<file path="config.mk">
export PLATFORM = sky130hd
export DESIGN_NAME = rbd_queue
export DESIGN_NICKNAME = d
export VERILOG_FILES = /design/src/rtl/assert_macros.svh /design/src/rtl/rbd_queue.sv
export SDC_FILE = /design/constraint.sdc
export NUM_CORES = 1
export LEC_CHECK = 0
export CELL_PAD_IN_SITES_DETAIL_PLACEMENT = 0
export CELL_PAD_IN_SITES_GLOBAL_PLACEMENT = 1
export CORE_AREA = 2 2 51 88
export CTS_BUF_LIST = sky130_fd_sc_hd__clkbuf_16
export CTS_CLUSTER_DIAMETER = 50
export DETAILED_ROUTE_END_ITERATION = 10
export DIE_AREA = 0 0 53 90
export DONT_BUFFER_PORTS = 1
export PLACE_DENSITY = 0.67
export SYNTH_ARGS = -nofsm -noshare
export SYNTH_HDL_FRONTEND = slang
export SYNTH_SLANG_ARGS = --single-unit
</file>
<file path="constraint.sdc">
create_clock -name clk -period 4.62 [get_ports clk]
set_input_delay 0 -clock clk [delete_from_list [all_inputs] [get_ports clk]]
set_output_delay 0 -clock clk [all_outputs]
set_load 0.05 [all_outputs]
</file>
<file path="src/rtl/assert_macros.svh">
// Assertion macros used by the RTL file that checks its own logic.
`ifndef ASSERT_MACROS_SVH
`define ASSERT_MACROS_SVH

// Same-cycle implication, off while reset is high.
`define ASSERT_IMPL(name, ante, cons, msg) \
  name: assert property (@(posedge clk) disable iff (rst) (ante) |-> (cons)) \
    else $error(msg);

// Next-cycle implication, off while reset is high.
`define ASSERT_NEXT(name, ante, cons, msg) \
  name: assert property (@(posedge clk) disable iff (rst) (ante) |=> (cons)) \
    else $error(msg);

// Next-cycle implication that also holds across reset.
`define ASSERT_NEXT_ANY(name, ante, cons, msg) \
  name: assert property (@(posedge clk) (ante) |=> (cons)) \
    else $error(msg);

`endif

</file>
<file path="src/rtl/rbd_queue.sv">
// Small register-based FIFO used between the stages and on the result side.
`timescale 1ns / 1ps
module rbd_queue #(
  parameter int W     = 8,
  parameter int DEPTH = 4
) (
  input  logic         clk,
  input  logic         rst,
  input  logic         push,
  input  logic [W-1:0] wdata,
  output logic         full,
  input  logic         pop,
  output logic [W-1:0] rdata,
  output logic         empty
);
  localparam int PW   = (DEPTH > 1) ? $clog2(DEPTH) : 1;
  localparam int CNTW = $clog2(DEPTH + 1);

  logic [W-1:0]    slots [DEPTH];
  logic [PW-1:0]   wp;
  logic [PW-1:0]   rp;
  logic [CNTW-1:0] cnt;
  logic            wr;
  logic            rd;

  assign empty = (cnt == '0);
  assign full  = (cnt == CNTW'(DEPTH));
  assign wr    = push && !full;
  assign rd    = pop && !empty;
  assign rdata = slots[rp];

  // pointers and fill count
  always_ff @(posedge clk) begin
    if (rst) begin
      wp  <= '0;
      rp  <= '0;
      cnt <= '0;
    end else begin
      if (wr) begin
        wp <= (wp == PW'(DEPTH - 1)) ? '0 : wp + 1'b1;
      end
      if (rd) begin
        rp <= (rp == PW'(DEPTH - 1)) ? '0 : rp + 1'b1;
      end
      if (wr && !rd) begin
        cnt <= cnt + 1'b1;
      end else if (rd && !wr) begin
        cnt <= cnt - 1'b1;
      end
    end
  end

  // storage
  always_ff @(posedge clk) begin
    if (wr) begin
      slots[wp] <= wdata;
    end
  end

endmodule

</file>
# == Word level (Yosys, flattened, before mapping) ==
# Memory sizes are Yosys's and may differ from the RTL's. A register that Yosys moved wholly into a read port is not among the register bits.
# Index checks and enable logic that the tools add are counted.
# word_totals
ff_bits,7
ramBits,32
input_bits,12
output_inout_bits,10
word_cells,29
memories,1
# memory_table
memory,words,width,read_ports,rd_clocked_by_memory_dff,write_ports,line_no,source
slots,4,8,1,1,1,rbd_queue.sv:19,logic [W-1:0] slots [DEPTH];
# op_classes
addsub,4
n_eq_ne,3
n_mux,8
reduce_logical,10
# op_table
op,n
2-bit two-way mux,4
3-bit two-way mux,2
2-bit by 1-bit adder with 2-bit output (second input constant),2
2-bit == test (second input constant),2
1-bit logical AND,4
1-bit zero test,4
3-bit by 1-bit adder with 3-bit output (second input constant),1
3-bit == test (second input constant),1
3-bit zero test,1
3-bit by 1-bit subtractor with 3-bit output (second input constant),1
1-bit two-way mux,2
2-bit nonzero test,1

# == Longest topological paths before layout ==
# depth
depth_word,7
ltp_mapped,10
depth_no_buf,9

# == Least setup slack after synthesis ==
# OpenSTA, ideal clock, no wires.
# synth_timing
path_type,register -> register
from,register cnt[0]
to,register cnt[2]
arrival_time_ns,2.188
required_time_ns,4.550
slack_ns,2.362
path_stages_with_launch,11
path_buffers,1
period_less_slack_ns,2.258
cell_sequence,dfxtp_1 or3b_1 buf_6 clkinv_4 nor2_2 ha_1 inv_1 fa_1 xor2_1 or3_2 a21oi_1
# synth_via
elab_chain_cells,6
word_cells_on_any_way,15
# synth_rtl
item,line_no,source
"start, declared",rbd_queue.sv:22,logic [CNTW-1:0] cnt;
"start signal, assigned",rbd_queue.sv:46,cnt <= cnt + 1'b1;
"start signal, assigned",rbd_queue.sv:48,cnt <= cnt - 1'b1;
3-bit == test (*),rbd_queue.sv:27,assign full = (cnt == CNTW'(DEPTH));
net full,rbd_queue.sv:11,"output logic full,"
1-bit zero test (*),rbd_queue.sv:28,assign wr = push && !full;
1-bit logical AND (*),rbd_queue.sv:28,
net wr,rbd_queue.sv:23,logic wr;
1-bit zero test,rbd_queue.sv:47,end else if (rd && !wr) begin
1-bit logical AND,rbd_queue.sv:47,
2-bit nonzero test (no source line),n/a,
# Mark *: on every way through the listed nets, which the timed path passes. The rest lies on a longest branch. The select of a mux whose other input is x is not followed.
# A chain may end at the register's enable or synchronous reset.

# == Worst setup path in the final report ==
# Ends and elaborated chain as after synthesis.

==> metrics <==
CTS clk-pin slew, worst paths=0.05 ns; Yosys warnings=0; drt first-iter violations=25; number of synthesized register bits=41; pin count of the biggest net entering global routing=14; top layer in use=met4; Final Hold Vio Count=0; Sw Ratio=31.1%; most frequent cells in the layout=32 x edfxtp_1, 10 x dlygate4sd3_1, 9 x dfxtp_1; kind of critical path=flop to flop; worst skew pair latency=0.28 ns; CTS tree=built; Fin Clk Skew=0.00563 ns; die span in y=90 µm; ANT cells=0; Yosys cell types=26; Mapped Avg Cell Area=17.9 µm²; post-synthesis mux area share=12.2%; Mapped Area=1650 µm²; largest family of logic cells by synthesized area=multiplexers; slowest stage delay, CP=0.46 ns; RSZ-0062 raised after global routing=no; Sw Pwr=392 µW; wire length on met2=1460 µm; gr usage total=13.4%; Pint=867 µW; Worst Path Required=4.83 ns; CP max FO=7; register share of total power=39.3%; Synth top area share=58.4%; antenna-violating nets left=0; met1 WL=1010 µm; synthesized-area fraction occupied by adder cells=5.78%; post-DP HPWL=1900 µm; Vias per Instance=5.10; dominant cells by area after synthesis=edfxtp_1 58%, dfxtp_1 11%, mux4_2 11%; Leak=0.702 nW; worst-margin pin slew=0.525 ns; outcome=complete, no violations; Die W=53 µm; hold_sp=pop; CORE AREA=4070 µm²; setup TNS=0 ns; final slew viol count=0; crit path launch=cnt[0]$_SDFFE_PP0P_; remaining routing DRC violations=0; layout cells sized above 1=24.3%; crit end category=flop; Design Area, Final=1980 µm²; Root Driver=clkbuf_16; met3 wire length=142 µm; critical path, cell by cell=or3b_1, clkinv_4, nor2_2, ha_1, inv_1, fa_1, xor2_1, or3_2, a21oi_1; input/output buffers=0; Buf/Inv on CP=2; Period Utilization, post-route=55.0%; PwrDens=636 nW/µm²; Cell Rows=31; placer congestion estimate=0.678; clock power share=34.5%; Slowest cell on crit path=dfxtp_1; Area after DPL=1690 µm²; first-pass GRT wire length=4400 µm; Post-Synth Simple-Gate Area=5.70%; cell taking the most area after synthesis=edfxtp_1; CP Data Arrival Time=2.75 ns; Post-Route WL=2670 µm; Starting Density=40.4%; Synth Area in XOR/XNOR=1.06%; Max-Slew Margin vs Limit=65.0%; hold crit path type=input pin to flop; via count=795; Die Area=4770 µm²; share of the yosys chip area belonging to registers=69.4%; per-cell routed wire length=17.1 µm; maximum buffer depth of the clock tree=2; startpoint types=flop; I/O pins=22; Peak VDD IR=0.426 mV; antenna violations before repair=0; number of global-route vias before repair=925; DRT Pass-1 Iters=4; htree depth=2; GRT overflow=0; Final Net Count=125; Worst R2R Start=cnt[0]$_SDFFE_PP0P_; total CTS buffers=5; Crit path max-delay family=simple AND/OR/NAND/NOR gates; syn_nets=111; Sink Count=41; Synth Area in Compound Gates=3.04%; Max Cap Viol=0; Tmin final=2.54 ns; Syn-to-layout area delta=20.4%; fill cell count=347; Final setup viols=0; Combinational Power Share=26.1%; Mapped Cells=92; fmax=0.394 GHz; commonest non-fill, non-tap cell in the layout=edfxtp_1; Overall Power=1.26 mW
## registers in the layout, summed over array words and instances, names as in the netlist, named ones only
name / flops
wp: 2
rp: 2
cnt: 3
slots: 32
## layer usage
layer | up-vias | GRT usage, %
met1 | 386 | 13.9
li1 | 380 | -
met2 | 24 | 22.3
met3 | 5 | 4.65
met5 | - | 0
met4 | 0 | 7.69
## what timing repair did
action | CTS | global route
hold endpoints to repair | 41 | 0
endpoints found under the setup margin | 0 | 0
resized for setup | 0 | 0
hold buffers | 10 | 0
setup buffers | 0 | 0
## stage by stage
stage | worst slack, ns | hold WS [ns] | instances | util [%]
global placement | 2.19 | 0.0709 | 138 | 41.5
global route | 1.87 | 0.0617 | 156 | 48.6
floorplan | 2.36 | 0.0989 | 92 | -
CTS | 2.06 | 0.0119 | 156 | 48.6
detailed placement | 2.09 | 0.0738 | 138 | 41.5
finish | 2.08 | 0.0164 | 156 | 48.6
## synthesized netlist by cell type
library cell and count:
o21ai_0 1, nor2_2 1, nor2_1 3, nand2_1 1
o31ai_2 2, o21ai_1 1, dfxtp_1 9, or3b_1 1
edfxtp_1 32, buf_6 1, and3_2 4, xor2_1 2
clkbuf_1 1, ha_1 6, clkinv_4 1, or3_2 1
mux4_2 8, fa_1 1, buf_1 1, a21oi_1 3
nand3_1 2, nor3_1 2, inv_1 4, buf_2 1
mux2i_1 2, or3_1 1
## final cells by class
cell class | count | area (µm²) | area share, %
Clock buffer | 5 | 125 | 6.32
Inverter | 5 | 23.8 | 1.20
Tap cell | 49 | 61.3 | 3.10
Multi-Input combinational cell | 42 | 457 | 23.1
Clock inverter | 3 | 65.1 | 3.28
Sequential cell | 41 | 1140 | 57.6
Timing Repair Buffer | 11 | 108 | 5.43
## power groups by stage
| stage | logic (mW) | clock network, mW | registers (mW) |
|---|---|---|---|
| floorplan | 0.302 | 0 | 0.478 |
| finish | 0.329 | 0.435 | 0.495 |
| CTS | 0.334 | 0.445 | 0.498 |
| global placement | 0.313 | 0 | 0.502 |
| detailed placement | 0.322 | 0 | 0.506 |
| global route | 0.354 | 0.460 | 0.506 |
## path summary, 6_finish.rpt
kind                            slack [ns]  cells past startpoint             endpoint
worst max register to register        2.08                      9  cnt[2]$_SDFFE_PP0P_
worst min register to register        0.49                      2   rp[0]$_SDFFE_PP0P_
worst min-delay path                  0.02                      3   rp[0]$_SDFFE_PP0P_
worst max-delay path                  2.08                      9  cnt[2]$_SDFFE_PP0P_
## kinds of logic after synthesis
family,after synthesis
xor+xnor,2
simple gates,16
compound gates,7
fa+ha+maj,7
buf+inv,9
flops,41
mux,10
## tightest hold or removal path, delay by kind of cell
| kind | cells | cell delay (ns) |
|---|---|---|
| AOI/OAI and AO/OA | 2 | 0.16 |
| and+or+nand+nor | 1 | 0.08 |
Power figures use the tool's default switching activity.
