## config.mk

```make
export PLATFORM = sky130hd
export DESIGN_NAME = rbd_front
export DESIGN_NICKNAME = d
export VERILOG_FILES = /design/src/rtl/assert_macros.svh /design/src/rtl/rbd_pkg.sv /design/src/rtl/rbd_front.sv
export SDC_FILE = /design/constraint.sdc
export NUM_CORES = 1
export LEC_CHECK = 0
export ABC_CLOCK_PERIOD_IN_PS = 5030
export BUFFER_PORTS_ARGS = -buffer_cell sky130_fd_sc_hd__buf_2
export CAP_MARGIN = 20
export CORE_MARGIN = 3
export CORE_UTILIZATION = 39
export CTS_CLUSTER_SIZE = 25
export DETAILED_ROUTE_END_ITERATION = 6
export SYNTH_ARGS = -nofsm -noshare
export SYNTH_HDL_FRONTEND = slang
export SYNTH_SLANG_ARGS = --single-unit
export TNS_END_PERCENT = 10
```

## constraint.sdc

```tcl
create_clock -name clk -period 5.03 [get_ports clk]
set_input_delay 1.006 -clock clk [delete_from_list [all_inputs] [get_ports clk]]
set_output_delay 1.006 -clock clk [all_outputs]
set_load 0.01 [all_outputs]
```

## src/rtl/assert_macros.svh

```systemverilog
// Assertion macros used by the RTL file that checks its own logic.
`ifndef ASSERT_MACROS_SVH
`define ASSERT_MACROS_SVH

// Same-cycle implication, off while reset is high.
`define ASSERT_IMPL(name, ante, cons, msg) \
  name: assert property (@(posedge clk) disable iff (rst) (ante) |-> (cons)) \
    else $error(msg);

// Next-cycle implication, off while reset is high.
`define ASSERT_NEXT(name, ante, cons, msg) \
  name: assert property (@(posedge clk) disable iff (rst) (ante) |=> (cons)) \
    else $error(msg);

// Next-cycle implication that also holds across reset.
`define ASSERT_NEXT_ANY(name, ante, cons, msg) \
  name: assert property (@(posedge clk) (ante) |=> (cons)) \
    else $error(msg);

`endif

```

## src/rtl/rbd_pkg.sv

```systemverilog
// Shared types, constants and register codes of the RGB box downscaler.
`timescale 1ns / 1ps
package rbd_pkg;

  localparam int DEF_MAX_WIDTH  = 4096;
  localparam int DEF_SUM_BITS   = 16;
  localparam int MAX_HEIGHT     = 4096;
  localparam int MAX_SCALE_LOG2 = 4;
  localparam int ROW_BITS       = 12;
  localparam int SIZE_BITS      = 13;
  localparam int ADDR_BITS      = 5;
  localparam int RED_SHIFT      = 16;
  localparam int GREEN_SHIFT    = 8;
  localparam int CHAN_BITS      = 8;
  localparam int NUM_CHAN       = 3;
  localparam int MID_DEPTH      = 4;
  localparam int OUT_DEPTH      = 2;

  // Register indexes, byte address = 4 * index
  typedef enum logic [2:0] {
    REG_SCALE       = 3'd0,
    REG_WIDTH       = 3'd1,
    REG_HEIGHT      = 3'd2,
    REG_RED_MASK    = 3'd3,
    REG_GREEN_MASK  = 3'd4,
    REG_BLUE_MASK   = 3'd5
  } reg_idx_t;

  typedef struct packed {
    logic [2:0]           scale_log2;
    logic [SIZE_BITS-1:0] frame_width;
    logic [SIZE_BITS-1:0] frame_height;
    logic [31:0]          red_sel;
    logic [31:0]          green_sel;
    logic [31:0]          blue_sel;
  } cfg_t;

  localparam cfg_t CFG_RESET = '{
    scale_log2:   3'd0,
    frame_width:  13'd1024,
    frame_height: 13'd768,
    red_sel:      32'h00FF_0000,
    green_sel:    32'h0000_FF00,
    blue_sel:     32'h0000_00FF
  };

  // Per-beat control from the front to the back
  typedef struct packed {
    logic       y_zero;      // first row of a block: column sum starts fresh
    logic       is_out;      // last row of a block: emit the average
    logic       frame_done;  // block closes the frame
    logic [2:0] shift;       // effective scale_log2
  } ctl_t;

endpackage

```

## src/rtl/rbd_front.sv

```systemverilog
// Front end: splits pixels into channels, tracks position, sums along the block row.
`timescale 1ns / 1ps
module rbd_front #(
  parameter int MAX_WIDTH = 4096,
  parameter int SUM_BITS  = 16
) (
  input  logic                                   clk,
  input  logic                                   rst,
  input  rbd_pkg::cfg_t                          cfg,
  input  logic                                   push,
  input  logic                                   full,
  input  logic [31:0]                            raw_pixel,
  output logic                                   item_push,
  output logic [$clog2((MAX_WIDTH+1)/2)-1:0]     item_addr,
  output logic [rbd_pkg::NUM_CHAN-1:0][SUM_BITS-1:0] item_sum,
  output rbd_pkg::ctl_t                          item_ctl
);
  import rbd_pkg::*;

  localparam int CW = $clog2(MAX_WIDTH);
  localparam int WW = CW + 1;
  localparam int AW = $clog2((MAX_WIDTH + 1) / 2);

  logic [CW-1:0]                      col;
  logic [CW-1:0]                      col_next;
  logic [ROW_BITS-1:0]                row;
  logic [ROW_BITS-1:0]                row_next;
  logic [NUM_CHAN-1:0][SUM_BITS-1:0]  rbs;
  logic [NUM_CHAN-1:0][SUM_BITS-1:0]  rbs_next;
  logic [NUM_CHAN-1:0][CHAN_BITS-1:0] chan;
  logic [31:0]                        masked_r;
  logic [31:0]                        masked_g;
  logic [31:0]                        masked_b;
  logic [2:0]                         s_eff;
  logic [3:0]                         m;
  logic [3:0]                         x;
  logic [3:0]                         y;
  logic [15:0]                        fw16;
  logic [WW-1:0]                      w_eff;
  logic [SIZE_BITS-1:0]               h_eff;
  logic                               last_col;
  logic                               last_row;
  logic                               accept;

  assign accept = push && !full;

  // channel extraction
  assign masked_r = raw_pixel & cfg.red_sel;
  assign masked_g = raw_pixel & cfg.green_sel;
  assign masked_b = raw_pixel & cfg.blue_sel;
  assign chan[0]  = masked_r[RED_SHIFT +: CHAN_BITS];
  assign chan[1]  = masked_g[GREEN_SHIFT +: CHAN_BITS];
  assign chan[2]  = masked_b[0 +: CHAN_BITS];

  // effective scale and frame size
  always_comb begin
    s_eff = (cfg.scale_log2 > 3'(MAX_SCALE_LOG2)) ? 3'(MAX_SCALE_LOG2) : cfg.scale_log2;
    m     = 4'((5'd1 << s_eff) - 5'd1);
    x     = col[3:0] & m;
    y     = row[3:0] & m;
    fw16  = 16'(cfg.frame_width);
    if (cfg.frame_width == '0) begin
      w_eff = WW'(1);
    end else if (fw16 > 16'(MAX_WIDTH)) begin
      w_eff = WW'(MAX_WIDTH);
    end else begin
      w_eff = WW'(fw16);
    end
    if (cfg.frame_height == '0) begin
      h_eff = SIZE_BITS'(1);
    end else if (cfg.frame_height > SIZE_BITS'(MAX_HEIGHT)) begin
      h_eff = SIZE_BITS'(MAX_HEIGHT);
    end else begin
      h_eff = cfg.frame_height;
    end
    last_col = (WW'(col) + WW'(1)) >= w_eff;
    last_row = (SIZE_BITS'(row) + SIZE_BITS'(1)) >= h_eff;
  end

  // position and running sums along the current block row
  always_comb begin
    if (last_col) begin
      col_next = '0;
      row_next = last_row ? '0 : row + 1'b1;
    end else begin
      col_next = col + 1'b1;
      row_next = row;
    end
    for (int c = 0; c < NUM_CHAN; c++) begin
      rbs_next[c] = ((x == 4'd0) ? '0 : rbs[c]) + SUM_BITS'(chan[c]);
    end
  end

  always_ff @(posedge clk) begin
    if (rst) begin
      col <= '0;
      row <= '0;
      rbs <= '0;
    end else if (accept) begin
      col <= col_next;
      row <= row_next;
      rbs <= rbs_next;
    end
  end

  // a beat goes to the back only when it closes a block row segment
  assign item_push = accept && (x == m);
  assign item_addr = AW'(col >> s_eff);
  assign item_sum  = rbs_next;
  always_comb begin
    item_ctl.y_zero     = (y == 4'd0);
    item_ctl.is_out     = (y == m);
    item_ctl.frame_done = last_col && last_row;
    item_ctl.shift      = s_eff;
  end

endmodule

```

## Word-level counts from Yosys, hierarchy flattened

Index checks and enable logic that the tools add are counted.

| cells by class | value |
|---|---|
| add/subtract/negate cells | 8 |
| multiply operators | 0 |
| divide/modulo/power cells | 0 |
| $lt $le $gt $ge | 5 |
| equal/unequal tests | 2 |
| shifts and indexed selects | 2 |
| muxes and demuxes | 10 |
| bitwise operators | 5 |
| reduce and logical (&&, ||, !) cells | 9 |

Operator list:

| operator | number |
|---|---|
| $mux W13 | 4 |
| $add A16 B8 Y16 | 3 |
| $mux W16 | 3 |
| $add A12 B1 Y13 const B | 2 |
| $ge A13 B13 Y1 | 2 |
| $gt A13 B13 Y1 const B | 2 |
| $logic_not A13 Y1 | 2 |
| $add A12 B1 Y12 const B | 2 |
| $and A24 B24 Y24 | 1 |
| $mux W12 | 2 |
| $and A16 B16 Y16 | 1 |
| $shr A12 B3 Y11 | 1 |
| $and A4 B4 Y4 | 2 |
| $and A8 B8 Y8 | 1 |
| $eq A4 B4 Y1 | 2 |
| $logic_not A4 Y1 | 2 |
| $shl A1 B3 Y4 const A | 1 |
| $sub A4 B1 Y4 const B | 1 |
| $gt A3 B3 Y1 const B | 1 |
| $logic_and A1 B1 Y1 | 3 |
| $mux W3 | 1 |
| $reduce_and A2 Y1 | 1 |
| $logic_not A1 Y1 | 1 |

| storage, ports and cells | value |
|---|---|
| flip-flop bits (word level) | 72 |
| latch bits | 0 |
| RAM bits | 0 |
| bits in read-only memories | 0 |
| input bits | 161 |
| output and inout bits | 66 |
| word-level logic and storage cells | 46 |
| memories kept | 0 |

## Longest topological paths before layout

Gate-level depths: netlist of the first run.

| depth | value |
|---|---|
| word-level depth | 8 |
| mapped depth | 16 |

## Worst setup path after synthesis of the first run

Ideal clock, no wire load.

| timing | value |
|---|---|
| path kind | in2out |
| start | in cfg[123] in the netlist's numbering |
| end | out item_sum[26] in the netlist's numbering |
| data arrival time | 3.681 ns |
| data required time | 4.024 ns |
| slack | 0.343 ns |
| stages on the path | 14 |
| path through | buf_2 or3_1 o21a_1 buf_6 clkbuf_1 and2_1 ha_1 fa_1 a211oi_1 o211ai_1 and2b_1 nand2_1 xor2_1 nor2_1 |

RTL lines:

| item | RTL line | text |
|---|---|---|
| start: declaration | rbd_front.sv:9 | `input rbd_pkg::cfg_t cfg,` |
| end: declaration | rbd_front.sv:15 | `output logic [rbd_pkg::NUM_CHAN-1:0][SUM_BITS-1:0] item_sum,` |

==> results of run 1 <==
-- routing by layer --
metal,GRT usage,part of all wire
met5,0,0
met4,0.0470,0.011
met3,0.0220,0.042
met2,0.292,0.44
met1,0.262,0.51
-- cells in the mapped netlist (5+ instances only) --
master                     count  area share
sky130_fd_sc_hd__a211oi_1     13       0.015
sky130_fd_sc_hd__a21o_1        9       0.010
sky130_fd_sc_hd__a21oi_1      89       0.069
sky130_fd_sc_hd__a31oi_1      13       0.013
sky130_fd_sc_hd__and2_1       50       0.048
sky130_fd_sc_hd__and3_1       17       0.016
sky130_fd_sc_hd__buf_1         5      0.0029
sky130_fd_sc_hd__buf_2        16       0.012
sky130_fd_sc_hd__clkbuf_1     33       0.019
sky130_fd_sc_hd__dfxtp_1      72        0.22
sky130_fd_sc_hd__ha_1         52        0.10
sky130_fd_sc_hd__inv_1        17      0.0098
sky130_fd_sc_hd__mux2_2        6       0.010
sky130_fd_sc_hd__mux2i_1      11       0.017
sky130_fd_sc_hd__nand2_1     124       0.072
sky130_fd_sc_hd__nand3_1      28       0.022
sky130_fd_sc_hd__nand4_1      14       0.013
sky130_fd_sc_hd__nor2_1       48       0.028
sky130_fd_sc_hd__nor2b_1       8      0.0077
sky130_fd_sc_hd__nor3_1        9      0.0069
sky130_fd_sc_hd__nor4_1        7      0.0067
sky130_fd_sc_hd__o211ai_1      5      0.0058
sky130_fd_sc_hd__o21a_1        9       0.010
sky130_fd_sc_hd__o21ai_0      59       0.045
sky130_fd_sc_hd__or3_1        28       0.027
sky130_fd_sc_hd__xnor2_1      24       0.032
sky130_fd_sc_hd__xor2_1       36       0.049
-- path summary, 6_finish.rpt --
check / start / end / slack (ns) / cells after the start
worst max-delay path: cfg[122] / item_sum[40] / 0.20 / 13
worst min-delay path: rbs[36] / rbs[36] / 0.45 / 2
worst max register to register: col[1] / row[5] / 1.63 / 11
worst min register to register: rbs[36] / rbs[36] / 0.45 / 2
-- logic make-up after synthesis --
group / after synthesis
muxes: 17
buffers and inverters: 75
xor gates and xnor gates: 60
and+or+nand+nor: 357
AOI/OAI and AO/OA: 241
DFF: 72
adders and majority gates: 55
-- power breakdown --
part | internal [mW] | switching [mW]
clock | 0.333 | 0.253
combinational | 0.101 | 0.146
sequential | 0.579 | 0.00400
total | 1.01 | 0.402
-- per-stage QoR --
| step | hold slack (ns) | instances |
|---|---|---|
| after global placement | 0.439 | 1204 |
| after detailed placement | 0.443 | 1204 |
| final | 0.447 | 1222 |
| after floorplan | 0.432 | 877 |
| after global routing | 0.464 | 1222 |
| after CTS | 0.452 | 1220 |
-- sequential cells by signal, indices dropped and copies added (netlist names) --
register / cells
col: 12
rbs: 48
row: 12
-- placed cells by master, fill, tap and decap left out, drive strengths merged, types with 7 or more instances in the layout --
cell and count:
buf 171, nand2 126, a21oi 92, dfxtp 72, o21ai 64, ha 52, nor2 51, and2 50
xor2 36, nand3 29, or3 28, xnor2 24, inv 17, and3 17, a31oi 16, nand4 14
a211oi 13, mux2i 11, clkbuf 11, a21o 9, o21a 9, nor3 9, nor2b 8, nor4 7
-- tightest hold or removal path, stage by stage (launching register included) --
cell                      delay (ns)
sky130_fd_sc_hd__dfxtp_1        0.30
sky130_fd_sc_hd__nand2_1        0.05
sky130_fd_sc_hd__a21oi_1        0.05
-- cell type report --
type	instances	area [um^2]	share of cell area
clock buffer	11	233	0.0301
clock inverter	5	33.8	0.00437
inverter	17	63.8	0.00825
multi-input combinational	730	4760	0.615
sequential	72	1440	0.186
tap	216	270	0.0350
timing repair buffer	171	931	0.120
-- repair_timing --
action	in CTS	in global routing
buffers inserted	0	2
gates resized for setup	0	1
setup endpoints to repair	0	5
==> reports/metrics.cfg, run 1 <==
[final_layout]
layout-drive-gt1-share=0.218
diodes=0
synthToLayoutAreaGrowth_pct=19.1
fillers=1647
fin_area_mm2=0.00773
num-nets-final=1217
fin_util=0.481

[power_and_ir_drop]
power_density_relative_to_cell_area_mw_per_mm2=183
power.ir.vdd_worst_v=0.000155
design_power_total_mw=1.42
power.leakage_nw=3.45

[setup_path]
crit_path_cell_trace=buf_2, or3_1, o21a_1, buf_12, buf_4, and2_1, ha_1, or3_1, a31oi_2, a31oi_4, buf_4, xnor2_1, buf_2
cp_num_buf_inv=5
timing.critical_path.to_type=output port
critPathSlowestCell=sky130_fd_sc_hd__or3_1
worst_path_dominant_cell_family=simple AND/OR/NAND/NOR gates
timing.setup.critical_path_class=in2out
critical_path_required_ns=4.02
worst_ep_arrival_time_ns=3.83
worst_path_largest_cell_delay_ns=0.40
worst_setup_path_start_kind=input port
crit_path_max_fanout=15

[clock_network]
cts_made_buffers=9
ctsRootBufferMaster=sky130_fd_sc_hd__clkbuf_16
tritoncts=done
clock_slew_seen_by_the_registers_of_the_worst_setup_and_hold_paths_ns=0.06
clkLatencyLatePin_ns=0.34
cts_max_path_buffers=2
clock_sinks=72
count_of_hold_buffers_inserted_by_post_cts_repair=0
htree_levels=3

[sta]
final_max_slew_viol_count=0
maxClockFrequency_mhz=207
hold_viol=0
finalSetupTns_ns=0
fin_worst_skew_ns=0.00482
finalCriticalPeriod_ns=4.83
finalSetupViolations=0
setup_repair_after_global_routing_missed_its_margin=no
timing.final.crit_share=0.961
setup_ws_final_ns=0.195
tightest_slew_ns=0.734
slew_headroom=0.510

[synth]
yosysUniqueCellTypes=71
post_synth_xor_area_fraction=0.0810
synth_compound_area_frac=0.235
synth_flop_cell=sky130_fd_sc_hd__dfxtp_1
yosysWarnings=0
synth-seq-area-share=0.222
yosys.area_share.adder=0.109
synthesis.instances=877
mappedNetlistArea_mm2=0.00649
fraction_of_registers_with_async_set_reset=0
post_synth.cell_area_avg_um2=7.40
synth-simple-area-share=0.277
muxShareOfSynthArea=0.0274
synth_top_family_by_area=simple AND/OR/NAND/NOR gates
synth_fp_nets=1093
synth_enable_flop_cells=0
synth-seq-cells=72

[placement]
hpwlAfterDp_um=12500
globalplace.congestion=0.839
placement.cell_area_mm2=0.00744
portBuffers=146
pre_cts_ws_ns=0.162

[global_route]
grt_pass1_wl_um=27800
maximum_number_of_pins_on_one_net_before_global_route_repair=65
globalRouteOverflowTotal=0
antenna_found_initial=0
grtUsageTotal=0.183
first_global_vias=5839

[floorplanning]
io_pins=227
coreArea_mm2=0.0161
fp.dieArea_mm2=0.0182
fp.dieH_um=135
die_x_um=135
floorplan.rows=46
initial_core_util=0.404

[routing]
wirelength_um=16800
detail_route.first_pass.iterations=5
drt-vias-per-instance=5.23
detail_route.iter0.violations=367
drtAntennaViolNets=0
wl_per_cell_um=13.8
drt_drc=0
vias=6388

[hold_path]
hold_path_class=reg2reg

[run_status]
outcome=finished, final reports clean

[run]
drv.max_cap_violation_count=0

No activity file was read; power rests on OpenSTA's default activity.
==> run 2: changes to the inputs <==
BUFFER_PORTS_ARGS = -buffer_cell sky130_fd_sc_hd__buf_4   (was -buffer_cell sky130_fd_sc_hd__buf_2)
==> run 2 against run 1 <==
Against the previous run:
- register-to-register slack worse by 0.06 ns
- fmax shrank 0.62%
- setup slack worse by 0.030 ns
- routed wire length rose by 3.1%
- global-route usage up 0.45 points
- clock skew increased by 0.0014 ns
- first-iteration DRC count shrank 13%
- sequential share of layout area fell by 0.84 points
- hold slack better by 0.00078 ns
- combinational power is 9.3% higher
- via count rose by 1.2%
- clock-buffer cell count unchanged
- critical path type unchanged
- largest cell class unchanged
- highest routed layer unchanged
==> reports/metrics.cfg, run 2 (same netlist as run 1, synthesis figures left out) <==
[setup_path]
timing.critical_path.to_type=output port
worst_path_dominant_cell_family=simple AND/OR/NAND/NOR gates
cp.depth=14  ; +1
critical_path_required_ns=4.02  ; about the same
worst_path_largest_cell_delay_ns=0.40  ; about the same
timing.setup.critical_path_class=in2out
worst_ep_arrival_time_ns=3.86  ; +0.03 ns
worst_r2r_path_depth=11  ; unchanged
cp_num_buf_inv=4  ; -1
cpMostUsedCell=sky130_fd_sc_hd__buf_4
critPathSlowestCell=sky130_fd_sc_hd__or3_1
worst_setup_path_start_kind=input port
crit_path_cell_trace=buf_4, or3_1, o21a_1, buf_12, buf_4, and2_1, ha_1, or3_1, a31oi_2, a31oi_4, nand4_1, xor2_1, nor2_1, buf_4
crit_path_max_fanout=21  ; +6

[sta]
hold_viol=0  ; unchanged
final.hold.worst_slack_ns=0.448  ; +0.000778 ns
finalSetupTns_ns=0  ; unchanged
setup_repair_after_global_routing_missed_its_margin=no
slew_headroom=0.441  ; -0.0693
finalCriticalPeriod_ns=4.87  ; +0.0303 ns
maxClockFrequency_mhz=206  ; -0.62%
tightest_slew_ns=0.836  ; +0.102 ns
fin_worst_skew_ns=0.00620  ; +0.00138 ns
final_max_slew_viol_count=0  ; unchanged
timing.final.crit_share=0.967  ; +0.00603
finalSetupViolations=0  ; unchanged

[final_layout]
layout_top_registers=rbs x48, col x12, row x12
fin_util=0.504  ; +0.0228
fin_area_mm2=0.00810  ; +4.7%
fillers=1648  ; +0.061%
num-nets-final=1211  ; -0.49%
largest_register_ff_count=48  ; unchanged
layout.cells.most_common_list=sky130_fd_sc_hd__buf_4, sky130_fd_sc_hd__nand2_1, sky130_fd_sc_hd__a21oi_1, sky130_fd_sc_hd__dfxtp_1, sky130_fd_sc_hd__o21ai_0
regMostFlops=rbs
commonest_non_fill_non_tap_cell_in_the_layout=sky130_fd_sc_hd__buf_4
diodes=0  ; unchanged
layout-drive-gt1-share=0.212  ; -0.00527
count_of_placed_standard_cells_in_the_final_layout_fillers_left_out=1214  ; -0.65%
synthToLayoutAreaGrowth_pct=24.7

[global_route]
grt_pass1_wl_um=28500  ; +2.4%
grtUsageTotal=0.187  ; +0.00449
first_global_vias=5784  ; -0.94%
maximum_number_of_pins_on_one_net_before_global_route_repair=71  ; +9.2%
globalRouteOverflowTotal=0  ; unchanged
antenna_found_initial=0  ; unchanged

[clock_network]
count_of_hold_buffers_inserted_by_post_cts_repair=0  ; unchanged
tritoncts=done
ctsRootBufferMaster=sky130_fd_sc_hd__clkbuf_16
clock_sinks=72  ; unchanged
clock_slew_seen_by_the_registers_of_the_worst_setup_and_hold_paths_ns=0.05  ; about the same
cts_max_path_buffers=2  ; unchanged
clkLatencyLatePin_ns=0.34  ; about the same
htree_levels=3  ; unchanged
cts_made_buffers=9  ; unchanged

[placement]
globalplace.congestion=0.808  ; -3.7%
hpwlAfterDp_um=12700  ; +1.5%
dp_cells=1200  ; -0.33%
portBuffers=146  ; unchanged
placement.cell_area_mm2=0.00778  ; +4.5%

[routing]
wl_per_cell_um=14.3  ; +3.8%
drt-vias-per-instance=5.32  ; +1.9%
detail_route.iter0.violations=319  ; -13%
detail_route.first_pass.iterations=6  ; +1
wirelength_um=17400  ; +3.1%
vias=6464  ; +1.2%
drt_drc=0  ; unchanged
drtAntennaViolNets=0  ; unchanged

[run]
drv.max_cap_violation_count=0  ; unchanged

[floorplanning]
initial_core_util=0.404  ; unchanged
floorplan.rows=46  ; unchanged
fp.dieArea_mm2=0.0182  ; unchanged
fp.dieH_um=135  ; unchanged
io_pins=227  ; unchanged
coreArea_mm2=0.0161  ; unchanged
die_x_um=135  ; unchanged

[power_and_ir_drop]
power.leakage_nw=3.51  ; +2.0%
power_density_relative_to_cell_area_mw_per_mm2=191  ; +4.2%
power.ir.vdd_worst_v=0.000149  ; -3.8%

[hold_path]
hold_path_class=reg2reg
hold-path-cell-count=2  ; unchanged

[run_status]
outcome=finished, final reports clean

==> run 2: changes by cell type in the layout (fill, tap and decap cells not counted), sizes merged <==
cell | before | now
clkinv | 3 | 0
clkinvlp | 2 | 1
buf | 171 | 165
bufinv | 0 | 2
==> run 2: power by group <==
group	internal [mW]	total, mW	switching (mW)
clock network	0.443	0.690	0.248
logic	0.125	0.270	0.145
registers	0.579	0.584	0.00528
total	1.15	1.54	0.398
==> run 2: area by class of cell <==
| class | instances | area [um^2] | area share |
|---|---|---|---|
| Sequential cell | 72 | 1440 | 0.178 |
| Multi-Input combinational cell | 730 | 4760 | 0.588 |
| Clock buffer | 11 | 243 | 0.0300 |
| Clock inverter | 3 | 67.6 | 0.00834 |
| Tap cell | 216 | 270 | 0.0334 |
| Timing Repair Buffer | 165 | 1250 | 0.155 |
| Inverter | 17 | 63.8 | 0.00788 |
==> run 2: timing repair <==
action,CTS,global route
endpoints found under the setup margin,0,4
setup buffers,0,0
gates resized for setup,0,2
==> run 2: final timing paths <==
path / startpoint / end / slack, ns
max: cfg[122] / item_sum[43] / 0.16
min: rbs[5] / rbs[5] / 0.45
max reg2reg: col[0] / row[5] / 1.57
min reg2reg: rbs[5] / rbs[5] / 0.45
==> run 2: worst min-delay path, delay by kind of cell, from the launching register on <==
kind            cells  cell delay [ns]
flops               1             0.30
simple gates        1             0.05
compound gates      1             0.05
==> run 2: per-layer routing <==
layer	track usage	up-vias	part of all wire	wire length (um)
met2	0.292	127	0.44	7690
met5	0	-	0	0
met3	0.0261	15	0.041	720
met1	0.270	2965	0.50	8760
li1	-	3357	-	-
met4	0.0521	0	0.012	207
==> run 2: per-stage QoR <==
step | power, mW | setup WS, ns
global placement | 0.867 | 0.119
global route | 1.62 | 0.000468
CTS | 1.57 | 0.119
detailed placement | 0.869 | 0.124
floorplan | 0.750 | 0.343
finish | 1.54 | 0.165
